## config.mk

```make
export PLATFORM = sky130hd
export DESIGN_NAME = mbe_cfg
export DESIGN_NICKNAME = d
export VERILOG_FILES = /design/src/design/mbe_pkg.sv /design/src/design/mbe_cfg.sv
export SDC_FILE = /design/constraint.sdc
export NUM_CORES = 1
export LEC_CHECK = 0
export CORE_ASPECT_RATIO = 1.75
export CORE_MARGIN = 8
export CORE_UTILIZATION = 52
export CTS_BUF_LIST = sky130_fd_sc_hd__clkbuf_8
export DETAILED_ROUTE_END_ITERATION = 6
export DONT_BUFFER_PORTS = 1
export PLACE_DENSITY = 0.65
export SLEW_MARGIN = 20
export SYNTH_ARGS = -nofsm -noshare
export SYNTH_HDL_FRONTEND = slang
export SYNTH_SLANG_ARGS = --single-unit
```

## constraint.sdc

```tcl
create_clock -name clk -period 1.3 [get_ports clk]
set_input_delay 0.065 -clock clk [delete_from_list [all_inputs] [get_ports clk]]
set_output_delay 0.065 -clock clk [all_outputs]
set_load 0.005 [all_outputs]
```

## src/design/mbe_pkg.sv

```systemverilog
// Package: types, constants and helpers for the escape-time block.
package mbe_pkg;

    localparam int FRAC_BITS      = 28;
    localparam int ESCAPE_RADIUS  = 2;
    localparam int COORD_W        = 32;
    localparam int STEP_W         = 31;
    localparam int COUNT_W        = 16;
    localparam int INDEX_W        = 10;
    localparam int PROD_W         = 2 * COORD_W;
    localparam int SQ_W           = PROD_W - 1 - FRAC_BITS;
    localparam int MAG_W          = SQ_W + 1;
    localparam int SUM_W          = 44;
    localparam int CFG_IDX_W      = 2;
    localparam int CFG_DATA_W     = 32;

    localparam logic [MAG_W-1:0] ESCAPE_LIMIT =
        MAG_W'(ESCAPE_RADIUS * ESCAPE_RADIUS) << FRAC_BITS;

    localparam logic signed [COORD_W-1:0] RST_CORNER_RE  = -32'sd536870912;
    localparam logic signed [COORD_W-1:0] RST_CORNER_IM  = -32'sd335544320;
    localparam logic [STEP_W-1:0]         RST_PIXEL_STEP = 31'd1677721;
    localparam logic [COUNT_W-1:0]        RST_MAX_ITER   = 16'd1000;

    typedef enum logic [CFG_IDX_W-1:0] {
        REG_CORNER_RE  = 2'd0,
        REG_CORNER_IM  = 2'd1,
        REG_PIXEL_STEP = 2'd2,
        REG_MAX_ITER   = 2'd3
    } reg_index_t;

    typedef struct packed {
        logic signed [COORD_W-1:0] corner_re;
        logic signed [COORD_W-1:0] corner_im;
        logic [STEP_W-1:0]         pixel_step;
        logic [COUNT_W-1:0]        max_iterations;
    } mbe_cfg_t;

    typedef struct packed {
        logic setup;
        logic mul_en;
        logic load_c;
        logic clear_z;
        logic update_z;
    } mbe_ctrl_t;

    // Clamp a wide signed sum to the Q4.28 range.
    function automatic logic signed [COORD_W-1:0] sat32(input logic signed [SUM_W-1:0] v);
        logic [SUM_W-COORD_W:0] top;
        top = v[SUM_W-1:COORD_W-1];
        if (top == '0 || top == '1)
            return v[COORD_W-1:0];
        else if (v[SUM_W-1])
            return {1'b1, {(COORD_W-1){1'b0}}};
        else
            return {1'b0, {(COORD_W-1){1'b1}}};
    endfunction

endpackage

```

## src/design/mbe_cfg.sv

```systemverilog
// Configuration register file for the escape-time block.
module mbe_cfg
    import mbe_pkg::*;
(
    input  logic                  clk,
    input  logic                  rst_n,
    input  logic                  cfg_we,
    input  logic [CFG_IDX_W-1:0]  cfg_index,
    input  logic [CFG_DATA_W-1:0] cfg_wdata,
    output mbe_cfg_t              cfg
);

    mbe_cfg_t cfg_reg;

    always_ff @(posedge clk or negedge rst_n)
    begin
        if (!rst_n)
        begin
            cfg_reg.corner_re      <= RST_CORNER_RE;
            cfg_reg.corner_im      <= RST_CORNER_IM;
            cfg_reg.pixel_step     <= RST_PIXEL_STEP;
            cfg_reg.max_iterations <= RST_MAX_ITER;
        end
        else if (cfg_we)
        begin
            case (reg_index_t'(cfg_index))
                REG_CORNER_RE:  cfg_reg.corner_re      <= signed'(cfg_wdata[COORD_W-1:0]);
                REG_CORNER_IM:  cfg_reg.corner_im      <= signed'(cfg_wdata[COORD_W-1:0]);
                REG_PIXEL_STEP: cfg_reg.pixel_step     <= cfg_wdata[STEP_W-1:0];
                REG_MAX_ITER:   cfg_reg.max_iterations <= cfg_wdata[COUNT_W-1:0];
                default:        cfg_reg <= cfg_reg;
            endcase
        end
    end

    assign cfg = cfg_reg;

endmodule

```

Word-level counts from Yosys, hierarchy flattened. Index checks and enable logic that the tools add are counted.

Bits in registers: 111. Bits of input ports: 37. Output and inout port bits: 111.

Equality and inequality tests: 3. Reduce and logical (&&, ||, !) cells: 5.

Operators by type and width (number): 2-bit AND reduction (4); 2-bit equality test (second input constant) (2); 2-bit by 1-bit equality test with 1-bit output (second input constant) (1); 2-bit zero test (1).

Depth between registers and ports, before layout.
Depth in word-level cells: 2. Mapped depth: 3. Mapped depth without buffers: 2.

Least setup slack after synthesis. No wires, ideal clock.

Path type: input to register. Start point: input port cfg_index[1]. End point: register cfg_reg, in the netlist cfg[104]. Arrival time: 0.865 ns. Slack: 0.310 ns. Stages: 3. Buffers on the path: 1. Path through: nor3b_4 buf_6 mux2_2.

Longest elaborated chain between the ends: 2.

RTL lines: from (decl) (RTL line mbe_cfg.sv:8) `input logic [CFG_IDX_W-1:0] cfg_index,`; 2-bit zero test (RTL line mbe_cfg.sv:26) `case (reg_index_t'(cfg_index))`; 2-bit AND reduction (no source line); to (signal assigned) (RTL line mbe_cfg.sv:31) `default: cfg_reg <= cfg_reg;`; to (decl) (RTL line mbe_cfg.sv:13) `mbe_cfg_t cfg_reg;`.

No other way between the ends. A chain may end at the register's enable or synchronous reset.

Worst setup path after layout.
Start point: register cfg_reg, in the netlist cfg[73]. End point: output port cfg[73] (netlist name).

RTL lines: to (decl) (RTL line mbe_cfg.sv:10) `output mbe_cfg_t cfg`.

No word-level cell between the ends.

==> impl_metrics.xml <==
<?xml version="1.0" encoding="UTF-8"?>
<metrics>
  <group name="grt">
    <metric name="global_route.usage.total" unit="%">15.95</metric>
    <metric name="grt_antenna_before_repair" unit="">0</metric>
    <metric name="gr-total-overflow" unit="">0</metric>
    <metric name="largest_net_degree_at_the_start_of_global_routing" unit="">112</metric>
    <metric name="wire_length_of_the_first_global_routing_pass" unit="µm">13970</metric>
    <metric name="first_global_vias" unit="">2317</metric>
  </group>
  <group name="logic_synthesis">
    <metric name="syn_avg_cell_area" unit="µm²">17.86</metric>
    <metric name="synth_fp_nets" unit="">273</metric>
    <metric name="synthesis.instances" unit="">236</metric>
    <metric name="number_of_synthesis_warnings" unit="">0</metric>
    <metric name="share_of_synthesized_area_occupied_by_flip_flops_and_latches" unit="%">66.64</metric>
    <metric name="yosys.cell_types.count" unit="">11</metric>
    <metric name="synth.ff_latch_count" unit="">111</metric>
    <metric name="netlist_area" unit="mm²">0.004215</metric>
  </group>
  <group name="die">
    <metric name="dieHeight" unit="µm">135.1</metric>
    <metric name="start_util" unit="%">53.30</metric>
    <metric name="top_level_ports" unit="">148</metric>
    <metric name="placementRows" unit="">43</metric>
    <metric name="dieWidth" unit="µm">84.06</metric>
    <metric name="core-area" unit="mm²">0.007909</metric>
    <metric name="die_area" unit="mm²">0.01136</metric>
  </group>
  <group name="layout">
    <metric name="drive_gt1_share" unit="%">55.96</metric>
    <metric name="num-fill-cells" unit="">592</metric>
    <metric name="antenna-diode-count" unit="">0</metric>
    <metric name="area.growth.synth_to_final" unit="%">14.16</metric>
    <metric name="fin_cells" unit="">367</metric>
    <metric name="most_frequent_standard_cell_in_the_layout_excluding_fill_and_tap_cells" unit="">sky130_fd_sc_hd__mux2_2</metric>
    <metric name="finish.instance_area" unit="mm²">0.004812</metric>
    <metric name="area.sequential" unit="mm²">0.002809</metric>
    <metric name="layout.cells.most_common_list" unit="">sky130_fd_sc_hd__mux2_2 (109), sky130_fd_sc_hd__dfrtp_1 (86), sky130_fd_sc_hd__dlygate4sd3_1 (32)</metric>
    <metric name="finish.net_count" unit="">309</metric>
    <metric name="largest_register_ffs" unit="">111</metric>
    <metric name="total_area_of_multi_input_combinational_cells" unit="mm²">0.001297</metric>
  </group>
  <group name="route">
    <metric name="vias" unit="">2094</metric>
    <metric name="drc_errors" unit="">0</metric>
    <metric name="post_detailed_route_count_of_antenna_violating_nets" unit="">0</metric>
    <metric name="pre_repair_dr_iteration_count" unit="">3</metric>
    <metric name="viasPerCell" unit="">5.706</metric>
    <metric name="wl_per_cell" unit="µm">24.15</metric>
    <metric name="routed_wl" unit="µm">8864</metric>
    <metric name="drt-initial-drc-count" unit="">83</metric>
  </group>
  <group name="critical_path">
    <metric name="timing.reg2reg.setup_slack" unit="ns">0.48</metric>
    <metric name="crit_cells" unit="">0</metric>
    <metric name="critical_path_arrival" unit="ns">0.93</metric>
    <metric name="cp_max_fo" unit="">2</metric>
    <metric name="startpoint_of_the_worst_slack_reg_to_reg_timing_path" unit="">cfg[15]</metric>
    <metric name="cp-end-kind" unit="">output pin</metric>
    <metric name="endpoint_of_the_worst_slack_reg_to_reg_timing_path" unit="">cfg[15]</metric>
    <metric name="crit_type" unit="">register to output pin</metric>
    <metric name="worstRegToRegCells" unit="">1</metric>
    <metric name="crit_path_required_time" unit="ns">1.24</metric>
    <metric name="cp-start-kind" unit="">register</metric>
    <metric name="cp-startpoint" unit="">cfg[73]</metric>
    <metric name="worst_setup_path_endpoint" unit="">cfg[73]</metric>
  </group>
  <group name="pwr">
    <metric name="max-vdd-ir-drop" unit="mV">0.9646</metric>
    <metric name="leakagePower" unit="µW">0.002027</metric>
    <metric name="powerDensity" unit="mW/mm²">1622</metric>
    <metric name="power.total" unit="µW">7804</metric>
  </group>
  <group name="placed_design">
    <metric name="gpl.final_weighted_congestion" unit="">0.6626</metric>
    <metric name="io_buffer_count" unit="">0</metric>
    <metric name="dpl_cell_area" unit="mm²">0.004279</metric>
    <metric name="hpwlAfterDp" unit="µm">5968</metric>
    <metric name="number_of_instances_in_the_placed_design" unit="">319</metric>
  </group>
  <group name="clock_tree">
    <metric name="clk_transition_reported_paths" unit="ns">0.10</metric>
    <metric name="cts_sinks" unit="">111</metric>
    <metric name="cts.htree.levels" unit="">3</metric>
    <metric name="cts_root_buf" unit="">sky130_fd_sc_hd__clkbuf_8</metric>
    <metric name="clock_path_buffers" unit="">2</metric>
    <metric name="clk_latency" unit="ns">0.36</metric>
    <metric name="tritoncts" unit="">built</metric>
    <metric name="cts_hold_buf" unit="">32</metric>
    <metric name="post-cts-setup-buffer-count" unit="">0</metric>
    <metric name="cts.repair.resized" unit="">0</metric>
    <metric name="numCtsBuffers" unit="">9</metric>
  </group>
  <group name="sta">
    <metric name="period_minus_slack" unit="ns">0.9956</metric>
    <metric name="final-setup-viol-count" unit="">0</metric>
    <metric name="rsz0062_at_grt" unit="">no</metric>
    <metric name="finalHoldWorstSlack" unit="ns">-0.6170</metric>
    <metric name="skew" unit="ns">0</metric>
    <metric name="least_margin_pin_slew" unit="ns">0.4812</metric>
    <metric name="finalSetupTns" unit="ns">0</metric>
    <metric name="final_hold_vio_count" unit="">111</metric>
    <metric name="max-slew-margin-rel" unit="%">67.88</metric>
    <metric name="max_freq" unit="MHz">1004</metric>
    <metric name="drv_slew" unit="">0</metric>
    <metric name="final.period_utilization" unit="%">76.58</metric>
  </group>
  <group name="outcome">
    <metric name="violations" unit="">negative hold slack</metric>
    <metric name="outcome" unit="">complete, but fails checks</metric>
  </group>
  <group name="min_path">
    <metric name="worstHoldPathType" unit="">input port to asynchronous set/reset pin</metric>
  </group>
  <group name="flow_run">
    <metric name="cap_viol_max_count" unit="">0</metric>
  </group>
</metrics>
per-stage QoR:
step / util, % / setup slack, ns
after floorplan: - / 0.3105
after global placement: 54.11 / 0.2752
after detailed placement: 54.11 / 0.2592
after CTS: 60.84 / 0.2812
after global routing: 60.84 / 0.2675
final: 60.84 / 0.3044
cells by family after synthesis:
| kind of cell | Yosys count | share of synthesized area (%) |
|---|---|---|
| and+or+nand+nor | 4 | 1.128 |
| buffers and inverters | 10 | 2.582 |
| muxes | 111 | 29.65 |
| DFF | 111 | 66.64 |
worst min-delay path by stage:
stage | start | endpoint | slack [ns]
floorplan | rst_n | cfg[0] | -0.23
CTS | rst_n | cfg[54] | -0.64
finish | rst_n | cfg[29] | -0.62
global placement | rst_n | cfg[58] | -0.23
global route | rst_n | cfg[33] | -0.64
detailed placement | rst_n | cfg[58] | -0.23
power breakdown:
part,internal [µW],switching [µW],leakage (µW)
logic,584,255,0.000640
clock network,1070,1110,0.000106
registers,4220,566,0.00128
area by class of cell:
type | count | area share [%]
Multi-Input combinational cell | 115 | 26.96
Tap cell | 90 | 2.340
Clock buffer | 9 | 2.574
Sequential cell | 111 | 58.37
Clock inverter | 7 | 1.846
Timing Repair Buffer | 35 | 7.904
metal layers:
layer	vias up	share of wire (%)	GRT usage, %
met5	-	0	0
met4	0	2.0	7.915
met3	11	11	7.600
met2	94	53	26.85
met1	1089	34	16.01
li1	900	-	-
synth_stat cells, drive strengths merged:
| library cell | n | area share, % |
|---|---|---|
| clkbuf | 3 | 0.98 |
| buf | 7 | 1.6 |
| mux2 | 111 | 30 |
| nand3b | 2 | 0.45 |
| nand3 | 1 | 0.24 |
| dfrtp | 86 | 51 |
| dfstp | 25 | 16 |
| nor3b | 1 | 0.45 |
Note: power is estimated with default switching activity, not from simulation.
